[config.mk]
export PLATFORM = sky130hd
export DESIGN_NAME = i2c_master_register_transfer_unit
export DESIGN_NICKNAME = d
export VERILOG_FILES = /design/src/hw/rtl/i2cmrt_pkg.sv /design/src/hw/rtl/i2cmrt_seq.sv /design/src/hw/rtl/i2c_master_register_transfer_unit.sv
export SDC_FILE = /design/constraint.sdc
export NUM_CORES = 1
export LEC_CHECK = 0
export ABC_CLOCK_PERIOD_IN_PS = 4000
export BUFFER_PORTS_ARGS = -buffer_cell sky130_fd_sc_hd__buf_2
export CAP_MARGIN = 0
export CELL_PAD_IN_SITES_DETAIL_PLACEMENT = 0
export CELL_PAD_IN_SITES_GLOBAL_PLACEMENT = 1
export CORE_MARGIN = 10
export CORE_UTILIZATION = 41
export CTS_CLUSTER_DIAMETER = 80
export CTS_CLUSTER_SIZE = 20
export DETAILED_ROUTE_END_ITERATION = 12
export GPL_TIMING_DRIVEN = 0
export PLACE_DENSITY_LB_ADDON = 0.1
export SLEW_MARGIN = 10
export SYNTH_ARGS = -nofsm -noshare
export SYNTH_HDL_FRONTEND = slang
export SYNTH_HIERARCHICAL = 1
export SYNTH_SLANG_ARGS = --single-unit
[constraint.sdc]
create_clock -name clk -period 4 [get_ports clk]
set_input_delay 0.2 -clock clk [delete_from_list [all_inputs] [get_ports clk]]
set_output_delay 0.2 -clock clk [all_outputs]
set_load 0.01 [all_outputs]
[src/hw/rtl/i2cmrt_pkg.sv]
// ----------------------------------------------------------------------------
// i2cmrt_pkg
// types and constants shared by the i2c register transfer sequencer and its
// stream wrapper
// ----------------------------------------------------------------------------
package i2cmrt_pkg;

  // pin phase of the bus sequencer
  typedef enum logic [4:0] {
    PH_IDLE    = 5'd0,
    PH_ST_SDA1 = 5'd1,
    PH_ST_SCL1 = 5'd2,
    PH_ST_SDA0 = 5'd3,
    PH_ST_SCL0 = 5'd4,
    PH_TX_SDA  = 5'd5,
    PH_TX_SCLH = 5'd6,
    PH_TX_SCLL = 5'd7,
    PH_AK_SDA1 = 5'd8,
    PH_AK_SCLH = 5'd9,
    PH_AK_GET  = 5'd10,
    PH_AK_SCLL = 5'd11,
    PH_RX_SDA1 = 5'd12,
    PH_RX_SCLH = 5'd13,
    PH_RX_GET  = 5'd14,
    PH_RX_SCLL = 5'd15,
    PH_KA_SDA  = 5'd16,
    PH_KA_SCLH = 5'd17,
    PH_KA_SCLL = 5'd18,
    PH_SP_SDA0 = 5'd19,
    PH_SP_SCL1 = 5'd20,
    PH_SP_SDA1 = 5'd21
  } phase_t;

  // which byte of the transaction is on the bus
  typedef enum logic [2:0] {
    SG_DEV  = 3'd0,
    SG_MEM  = 3'd1,
    SG_RDEV = 3'd2,
    SG_DATA = 3'd3,
    SG_READ = 3'd4
  } stage_t;

  localparam logic [1:0] OP_WRITE = 2'd0;
  localparam logic [1:0] OP_READ  = 2'd1;
  localparam logic [1:0] OP_PING  = 2'd2;
  localparam logic [1:0] OP_RSVD  = 2'd3;

  localparam logic KIND_TICK  = 1'b0;
  localparam logic KIND_BEGIN = 1'b1;

  localparam int TICKS_W   = 16;
  localparam int COUNT_W   = 9;
  localparam int IN_DATA_W = 40;
  localparam int OUT_DATA_W = 16;

  // read address flag set on the repeated start
  localparam logic [7:0] RD_FLAG = 8'h01;

  typedef struct packed {
    logic               kind;
    logic [1:0]         op;
    logic [7:0]         target_addr;
    logic [7:0]         reg_addr;
    logic [COUNT_W-1:0] byte_count;
    logic [7:0]         write_data;
    logic               sda_in;
  } item_t;

  typedef struct packed {
    logic       scl_level;
    logic       sda_level;
    logic       busy_res;
    logic       want_data;
    logic       read_valid;
    logic [7:0] read_byte;
    logic       nack_seen;
    logic       done_res;
    logic       ping_ack;
  } res_t;

endpackage

[src/hw/rtl/i2cmrt_seq.sv]
// ----------------------------------------------------------------------------
// i2cmrt_seq
// bus phase sequencer: state registers plus the one-item step logic
// ----------------------------------------------------------------------------
module i2cmrt_seq #(
  parameter int MAX_BYTES = 256
) (
  input  logic                         clk,
  input  logic                         rst,
  input  logic                         en,
  input  i2cmrt_pkg::item_t            item,
  input  logic [i2cmrt_pkg::TICKS_W-1:0] phase_ticks,
  output i2cmrt_pkg::res_t             res
);
  import i2cmrt_pkg::*;

  localparam int CNT_W = $clog2(MAX_BYTES + 1);
  localparam int CMP_W = (CNT_W > COUNT_W) ? CNT_W : COUNT_W;

  phase_t             phase_state, phase_state_next;
  stage_t             stage, stage_next;
  logic [2:0]         bit_index, bit_index_next;
  logic [7:0]         shift_byte, shift_byte_next;
  logic [CNT_W-1:0]   bytes_left, bytes_left_next;
  logic [TICKS_W-1:0] phase_timer, phase_timer_next;
  logic [1:0]         current_op, current_op_next;
  logic [7:0]         saved_device, saved_device_next;
  logic [7:0]         saved_register, saved_register_next;
  logic               last_ack, last_ack_next;
  logic               scl_reg, scl_reg_next;
  logic               sda_reg, sda_reg_next;

  logic [CMP_W-1:0]   count_ext;
  logic [CMP_W-1:0]   count_sat;
  logic [TICKS_W:0]   timer_inc;
  logic [TICKS_W:0]   len_ext;
  logic               phase_end;
  logic               want, rvalid, done;
  logic [7:0]         rbyte;

  // clamp the requested count to the buffer limit
  assign count_ext = CMP_W'(item.byte_count);
  assign count_sat = (count_ext > CMP_W'(MAX_BYTES)) ? CMP_W'(MAX_BYTES) : count_ext;

  assign timer_inc = {1'b0, phase_timer} + 1'b1;
  assign len_ext   = (phase_ticks == '0) ? (TICKS_W+1)'(1) : {1'b0, phase_ticks};
  assign phase_end = (timer_inc >= len_ext);

  always_comb begin
    phase_state_next    = phase_state;
    stage_next          = stage;
    bit_index_next      = bit_index;
    shift_byte_next     = shift_byte;
    bytes_left_next     = bytes_left;
    phase_timer_next    = phase_timer;
    current_op_next     = current_op;
    saved_device_next   = saved_device;
    saved_register_next = saved_register;
    last_ack_next       = last_ack;
    scl_reg_next        = scl_reg;
    sda_reg_next        = sda_reg;
    want   = 1'b0;
    rvalid = 1'b0;
    done   = 1'b0;
    rbyte  = 8'd0;

    if (en) begin
      if (item.kind == KIND_BEGIN) begin
        if (phase_state == PH_IDLE && item.op != OP_RSVD) begin
          current_op_next     = item.op;
          saved_device_next   = item.target_addr;
          saved_register_next = item.reg_addr;
          bytes_left_next     = CNT_W'(count_sat);
          if (item.op == OP_READ && count_sat == '0) begin
            bytes_left_next = CNT_W'(1);
          end
          stage_next       = SG_DEV;
          bit_index_next   = 3'd0;
          shift_byte_next  = 8'd0;
          phase_timer_next = '0;
          phase_state_next = PH_ST_SDA1;
        end
      end else if (phase_state != PH_IDLE) begin
        // pin action on the first tick of the phase
        if (phase_timer == '0) begin
          if (phase_state == PH_TX_SDA && stage == SG_DATA && bit_index == 3'd0) begin
            shift_byte_next = item.write_data;
          end
          case (phase_state)
            PH_ST_SDA1, PH_AK_SDA1, PH_RX_SDA1, PH_SP_SDA1: sda_reg_next = 1'b1;
            PH_ST_SDA0, PH_SP_SDA0: sda_reg_next = 1'b0;
            PH_ST_SCL1, PH_TX_SCLH, PH_AK_SCLH, PH_RX_SCLH,
            PH_KA_SCLH, PH_SP_SCL1: scl_reg_next = 1'b1;
            PH_ST_SCL0, PH_AK_SCLL, PH_RX_SCLL, PH_KA_SCLL: scl_reg_next = 1'b0;
            PH_TX_SCLL: begin
              scl_reg_next    = 1'b0;
              shift_byte_next = {shift_byte_next[6:0], 1'b0};
            end
            PH_TX_SDA: sda_reg_next = shift_byte_next[7];
            PH_KA_SDA: sda_reg_next = (bytes_left <= CNT_W'(1));
            default: ;
          endcase
        end

        if (phase_end) begin
          if (phase_state == PH_AK_GET) begin
            last_ack_next = item.sda_in;
          end else if (phase_state == PH_RX_GET) begin
            shift_byte_next = {shift_byte_next[6:0], item.sda_in};
          end
          phase_timer_next = '0;

          case (phase_state)
            PH_ST_SDA1: phase_state_next = PH_ST_SCL1;
            PH_ST_SCL1: phase_state_next = PH_ST_SDA0;
            PH_ST_SDA0: phase_state_next = PH_ST_SCL0;
            PH_ST_SCL0: begin
              shift_byte_next  = (stage == SG_RDEV) ? (saved_device | RD_FLAG)
                                                    : saved_device;
              bit_index_next   = 3'd0;
              phase_state_next = PH_TX_SDA;
            end
            PH_TX_SDA:  phase_state_next = PH_TX_SCLH;
            PH_TX_SCLH: phase_state_next = PH_TX_SCLL;
            PH_TX_SCLL: begin
              if (bit_index == 3'd7) begin
                bit_index_next   = 3'd0;
                phase_state_next = PH_AK_SDA1;
              end else begin
                bit_index_next   = bit_index + 3'd1;
                phase_state_next = PH_TX_SDA;
              end
            end
            PH_AK_SDA1: phase_state_next = PH_AK_SCLH;
            PH_AK_SCLH: phase_state_next = PH_AK_GET;
            PH_AK_GET:  phase_state_next = PH_AK_SCLL;
            PH_AK_SCLL: begin
              if (stage == SG_DEV) begin
                if (current_op == OP_PING) begin
                  phase_state_next = PH_SP_SDA0;
                end else begin
                  stage_next       = SG_MEM;
                  shift_byte_next  = saved_register;
                  bit_index_next   = 3'd0;
                  phase_state_next = PH_TX_SDA;
                end
              end else if (stage == SG_MEM) begin
                if (current_op == OP_READ) begin
                  stage_next       = SG_RDEV;
                  phase_state_next = PH_ST_SDA1;
                end else if (bytes_left != '0) begin
                  stage_next       = SG_DATA;
                  shift_byte_next  = 8'd0;
                  bit_index_next   = 3'd0;
                  phase_state_next = PH_TX_SDA;
                  want             = 1'b1;
                end else begin
                  phase_state_next = PH_SP_SDA0;
                end
              end else if (stage == SG_RDEV) begin
                stage_next       = SG_READ;
                shift_byte_next  = 8'd0;
                bit_index_next   = 3'd0;
                phase_state_next = PH_RX_SDA1;
              end else begin
                // ack slot of a data byte over: count it off
                if (bytes_left != '0) begin
                  bytes_left_next = bytes_left - CNT_W'(1);
                end
                if (bytes_left_next != '0) begin
                  shift_byte_next  = 8'd0;
                  bit_index_next   = 3'd0;
                  phase_state_next = PH_TX_SDA;
                  want             = 1'b1;
                end else begin
                  phase_state_next = PH_SP_SDA0;
                end
              end
            end
            PH_RX_SDA1: phase_state_next = PH_RX_SCLH;
            PH_RX_SCLH: phase_state_next = PH_RX_GET;
            PH_RX_GET:  phase_state_next = PH_RX_SCLL;
            PH_RX_SCLL: begin
              if (bit_index == 3'd7) begin
                bit_index_next   = 3'd0;
                rvalid           = 1'b1;
                rbyte            = shift_byte_next;
                phase_state_next = PH_KA_SDA;
              end else begin
                bit_index_next   = bit_index + 3'd1;
                phase_state_next = PH_RX_SCLH;
              end
            end
            PH_KA_SDA:  phase_state_next = PH_KA_SCLH;
            PH_KA_SCLH: phase_state_next = PH_KA_SCLL;
            PH_KA_SCLL: begin
              if (bytes_left != '0) begin
                bytes_left_next = bytes_left - CNT_W'(1);
              end
              if (bytes_left_next != '0) begin
                shift_byte_next  = 8'd0;
                bit_index_next   = 3'd0;
                phase_state_next = PH_RX_SDA1;
              end else begin
                phase_state_next = PH_SP_SDA0;
              end
            end
            PH_SP_SDA0: phase_state_next = PH_SP_SCL1;
            PH_SP_SCL1: phase_state_next = PH_SP_SDA1;
            PH_SP_SDA1: begin
              done             = 1'b1;
              phase_state_next = PH_IDLE;
            end
            default: phase_state_next = PH_IDLE;
          endcase
        end else begin
          phase_timer_next = timer_inc[TICKS_W-1:0];
        end
      end
    end
  end

  always_comb begin
    res.scl_level  = scl_reg_next;
    res.sda_level  = sda_reg_next;
    res.busy_res   = (phase_state_next != PH_IDLE);
    res.want_data  = want;
    res.read_valid = rvalid;
    res.read_byte  = rbyte;
    res.nack_seen  = last_ack_next;
    res.done_res   = done;
    res.ping_ack   = done && (current_op_next == OP_PING) && !last_ack_next;
  end

  always_ff @(posedge clk) begin
    if (rst) begin
      phase_state    <= PH_IDLE;
      stage          <= SG_DEV;
      bit_index      <= 3'd0;
      shift_byte     <= 8'd0;
      bytes_left     <= '0;
      phase_timer    <= '0;
      current_op     <= OP_WRITE;
      saved_device   <= 8'd0;
      saved_register <= 8'd0;
      last_ack       <= 1'b0;
      scl_reg        <= 1'b1;
      sda_reg        <= 1'b1;
    end else begin
      phase_state    <= phase_state_next;
      stage          <= stage_next;
      bit_index      <= bit_index_next;
      shift_byte     <= shift_byte_next;
      bytes_left     <= bytes_left_next;
      phase_timer    <= phase_timer_next;
      current_op     <= current_op_next;
      saved_device   <= saved_device_next;
      saved_register <= saved_register_next;
      last_ack       <= last_ack_next;
      scl_reg        <= scl_reg_next;
      sda_reg        <= sda_reg_next;
    end
  end

  // a received byte is only reported at the end of its eighth bit
  assert property (@(posedge clk) disable iff (rst)
    (en && res.read_valid) |-> (phase_state == PH_RX_SCLL && bit_index == 3'd7))
    else $error("read byte reported outside the last receive bit");

  // stop completion always returns the sequencer to idle
  assert property (@(posedge clk) disable iff (rst)
    (en && res.done_res) |=> (phase_state == PH_IDLE))
    else $error("sequencer not idle after stop");

  // a data request is followed by a data byte transmit phase
  assert property (@(posedge clk) disable iff (rst)
    (en && res.want_data) |=> (phase_state == PH_TX_SDA && stage == SG_DATA
                               && bit_index == 3'd0))
    else $error("data request without data byte phase");

endmodule

[src/hw/rtl/i2c_master_register_transfer_unit.sv]
// ----------------------------------------------------------------------------
// i2c_master_register_transfer_unit
// i2c master for ping, register write and register read, one pin phase per
// configurable number of ticks, behind stream input and output ports
// ----------------------------------------------------------------------------
// a word accepted into the input stage is stepped through the sequencer into the result register
// throughput: one input word per cycle, sustained, as long as results are taken
// a one-word input stage and a one-word result register decouple the two sides
// reset (rst, synchronous): sequencer idle, scl and sda released high,
//   phase_ticks back to 1, both stream stages empty
module i2c_master_register_transfer_unit #(
  parameter int MAX_BYTES = 256
) (
  input  logic                                clk,
  input  logic                                rst,
  // configuration: phase_ticks
  input  logic                                cfg_we,
  input  logic [i2cmrt_pkg::TICKS_W-1:0]      cfg_wdata,
  // input stream
  input  logic                                s_axis_tvalid,
  output logic                                s_axis_tready,
  // op[1:0], target_addr[9:2], reg_addr[17:10], byte_count[26:18],
  // write_data[34:27], sda_in[35], zero[39:36]
  input  logic [i2cmrt_pkg::IN_DATA_W-1:0]    s_axis_tdata,
  // kind[0]: 0 tick, 1 begin
  input  logic [0:0]                          s_axis_tuser,
  // result stream
  output logic                                m_axis_tvalid,
  input  logic                                m_axis_tready,
  // scl_level[0], sda_level[1], busy_res[2], want_data[3], read_valid[4],
  // read_byte[12:5], nack_seen[13], done_res[14], ping_ack[15]
  output logic [i2cmrt_pkg::OUT_DATA_W-1:0]   m_axis_tdata
);
  import i2cmrt_pkg::*;

  logic [TICKS_W-1:0] phase_ticks;

  // input stage
  logic  in_valid;
  item_t in_item;

  // result register
  res_t  out_res;
  res_t  step_res;

  logic  take_in;   // word accepted on the slave side
  logic  advance;   // result register can take a new word
  logic  step_en;   // held word goes through the sequencer this cycle

  assign advance       = !m_axis_tvalid || m_axis_tready;
  assign step_en       = in_valid && advance;
  assign s_axis_tready = !in_valid || advance;
  assign take_in       = s_axis_tvalid && s_axis_tready;

  // phase length register, takes effect from the next tick on
  always_ff @(posedge clk) begin
    if (rst) begin
      phase_ticks <= TICKS_W'(1);
    end else if (cfg_we) begin
      phase_ticks <= cfg_wdata;
    end
  end

  // input stage: refilled in the same cycle it drains
  always_ff @(posedge clk) begin
    if (rst) begin
      in_valid <= 1'b0;
    end else if (take_in) begin
      in_valid <= 1'b1;
    end else if (step_en) begin
      in_valid <= 1'b0;
    end
  end

  always_ff @(posedge clk) begin
    if (take_in) begin
      in_item.kind        <= s_axis_tuser[0];
      in_item.op          <= s_axis_tdata[1:0];
      in_item.target_addr <= s_axis_tdata[9:2];
      in_item.reg_addr    <= s_axis_tdata[17:10];
      in_item.byte_count  <= s_axis_tdata[26:18];
      in_item.write_data  <= s_axis_tdata[34:27];
      in_item.sda_in      <= s_axis_tdata[35];
    end
  end

  // bus sequencer, one held word per step
  i2cmrt_seq #(
    .MAX_BYTES(MAX_BYTES)
  ) u_seq (
    .clk        (clk),
    .rst        (rst),
    .en         (step_en),
    .item       (in_item),
    .phase_ticks(phase_ticks),
    .res        (step_res)
  );

  // result register
  always_ff @(posedge clk) begin
    if (rst) begin
      m_axis_tvalid <= 1'b0;
    end else if (advance) begin
      m_axis_tvalid <= in_valid;
    end
  end

  always_ff @(posedge clk) begin
    if (step_en) begin
      out_res <= step_res;
    end
  end

  // pack result fields, first field lowest
  assign m_axis_tdata = {out_res.ping_ack, out_res.done_res, out_res.nack_seen,
                         out_res.read_byte, out_res.read_valid, out_res.want_data,
                         out_res.busy_res, out_res.sda_level, out_res.scl_level};

endmodule

==> results.md <==
* Count of cell types in the netlist at 80
* Peak VDD IR at 429 µV
* Yosys top cell by area: dfxtp_1
* Clk slew on worst S/H paths at 0.06 ns
* Outcome: complete, no violations
* Pwr per Cell Area at 349 mW/mm²
* Die width at 155 µm
* FFs w/ async S/R, synth at 0%
* Core area at 0.0180 mm²
* Layout cells sized above 1 at 18.7%
* Worst hold stages at 3
* Post-synth EDFFs at 53
* Combinational Power Share at 10.2%
* Crit path cell chain: ha_4 > nand3_4 > nor3_4 > and3_4 > and3_4 > nand3_2 > xnor2_2 > ha_1 > a211oi_2 > o21a_1 > o211a_1 > a221o_2 > buf_4 > a21oi_4 > nand3_2 > mux2_4 > nor4_2
* I/O Buffers at 73
* Via count at 6750
* Pwr Total at 3.28 mW
* DRT Pass-1 Iters at 5
* CTS tree: built
* Num rows at 49
* Layout Nets at 1058
* Placed Cells at 1135
* Slew Viols, Final at 0
* First-pass GRT wire length at 36000 µm
* Clock network fraction of total power at 43.4%
* # H-tree levels at 4
* GP Congestion at 0.916
* Antenna diodes at 0
* Clock Root Buffer: clkbuf_16
* Die Height at 155 µm
* Post-route ant nets at 0
* Internal power at 2.46 mW
* R2R depth at 17
* Synthesized net count at 918
* Io pins at 80
* Biggest register: in_item
* Commonest non-fill, non-tap cell in the layout: nor2_1
* Mean routed wirelength per cell at 18.6 µm
* CP max stage delay at 0.45 ns
* Max-Cap Viols at 0
* Worst Path Arrival at 4.10 ns
* Flops & latches, synth at 136
* Initial DRC count at 477
* Number of antenna violations at the first check in global routing at 0
* Register area share after synthesis at 43.2%
* Primary FF master, synth: dfxtp_1
* Slew HR at 33.4%
* Grt ovf at 0
* CTS Buffer Depth at 2
* Die footprint at 0.0242 mm²
* Pleak at 3.55 nW
* Drt total wl at 22600 µm
* Synth Instances at 832
* Vias in the first global route at 6589
* Most frequent cells in the layout: nor2_1, nand2_1, dfxtp_1, buf_2, a21oi_1
* Switching power at 0.816 mW
* R2r setup slk at 0.13 ns
* Synthesis-to-layout area growth at 24.8%
* DP HPWL at 17000 µm
* Fin cells at 1214
* FMAX at 0.259 GHz
* Min-Delay Path Class: in -> reg
* Reg power frac at 46.4%
* Mapped Area at 0.00752 mm²
* Tot GR Track Use at 18.5%
* Post-layout instance area at 0.00939 mm²
* Crit. End Element: flip-flop
* Post-Syn Area per Cell at 9.04 µm²
* Critical Path RT at 4.24 ns
* Area share of the largest cell type after synthesis at 22.1%
* CTS Buf Count at 17
* Crit-path max FO at 6
* Starting density of the core at 41.7%
* Endpoints failing hold at 0
* Largest net degree at the start of global routing at 38
* CP Class: reg -> reg
* Area after DPL at 0.00820 mm²
* Crit path max-delay cell type: a221o_2
* Max Clock Skew at 0.00892 ns
* Final setup violation count at 0
* Period utilisation layout at 96.7%
* Remaining DRCs at 0
* Setup crit start kind: flip-flop
* Vias per cell at 5.56
* Sw Share at 24.9%
* CTS Sinks at 136
* Fillers at 1676
* Measured slew at the worst slew-check pin at 0.991 ns
* Max reg flops at 37
* Worst-Skew Late Latency at 0.42 ns
* Ranking of synthesized cells by area: dfxtp_1, edfxtp_1, a21oi_1, mux2i_1, nor2_1
* Period minus WS final at 3.87 ns
* Ys Warns at 6
final cells by class:
cell class | instances | area [µm²] | share of cell area (%)
clock buffer | 22 | 465 | 4.96
sequential | 136 | 3260 | 34.7
multi-input combinational | 617 | 4090 | 43.6
tap | 229 | 287 | 3.05
clock inverter | 10 | 72.6 | 0.773
inverter | 30 | 113 | 1.20
buffer | 47 | 253 | 2.69
timing repair buffer | 123 | 848 | 9.04
layer usage:
layer | global-route usage [%] | vias to the layer above | share of wire [%]
met1 | 27.1 | 3183 | 51
met4 | 5.08 | 0 | 1.3
li1 | - | 3318 | -
met5 | 0 | - | 0
met3 | 4.11 | 24 | 5.6
met2 | 26.6 | 225 | 42
cells in the mapped netlist, drive strengths merged (5+ instances only):
| master | number |
|---|---|
| nor3b | 6 |
| nand3 | 19 |
| nor2 | 87 |
| xnor2 | 8 |
| o21ai | 43 |
| buf | 18 |
| dfxtp | 83 |
| o211ai | 9 |
| nor2b | 24 |
| nor3 | 15 |
| xor2 | 14 |
| a22oi | 16 |
| a21oi | 78 |
| and3 | 10 |
| mux2i | 36 |
| and2 | 8 |
| nand2 | 85 |
| or2 | 6 |
| ha | 24 |
| nor4 | 16 |
| a2111oi | 8 |
| inv | 30 |
| a211oi | 7 |
| a21o | 5 |
| edfxtp | 53 |
| clkbuf | 31 |
| nand4 | 8 |
| or3 | 9 |
| o21a | 5 |
| nand2b | 10 |
through the flow:
stage	setup WS (ns)	hold WS (ns)	utilization (%)	setup TNS, ns
after global placement	-0.860	0.376	45.3	-31.12
after CTS	0.0281	0.00682	51.0	0
after detailed placement	-0.916	0.378	45.5	-35.86
after global routing	-0.0249	0.0220	52.1	-0.0459
after floorplan	0.0971	0.299	-	0
final	0.132	0.0186	52.1	0
critical path, delay by kind of cell (launching register included):
kind / cells / cell delay, ns
mux: 1 / 0.34
flops: 1 / 0.39
fa+ha+maj: 2 / 0.50
simple gates: 7 / 1.22
buf+inv: 1 / 0.18
xor+xnor: 1 / 0.16
compound gates: 5 / 0.90
logic make-up after synthesis:
group                    after synthesis  synth area share (%)
AO/OA/AOI/OAI                        214                  18.7
XOR/XNOR                              22                  2.56
adder cells (fa/ha/maj)               24                  3.99
buffers and inverters                 79                  4.77
flip-flops                           136                  43.2
multiplexers                          40                  5.54
AND/OR/NAND/NOR                      317                  21.1
what timing repair did:
action	in CTS	in global routing
endpoints found under the setup margin	59	49
resized for setup	19	33
hold endpoints to repair	38	0
hold buffers	38	0
pin swaps	3	6
cloned	0	0
buffers inserted	2	9
final timing paths:
kind / startpoint / to
max: u_seq/phase_timer[0] / m_axis_tdata[15]
min: cfg_wdata[4] / phase_ticks[4]
max reg2reg: u_seq/phase_timer[0] / m_axis_tdata[15]
min reg2reg: in_valid / m_axis_tvalid
power by group through the flow:
stage	sequential (mW)	combinational, mW	clock (mW)
after global routing	1.53	0.369	1.53
after CTS	1.52	0.322	1.45
after floorplan	1.54	0.184	0
final	1.52	0.334	1.42
after global placement	1.55	0.282	0
after detailed placement	1.55	0.288	0
Power figures use the tool's default switching activity.
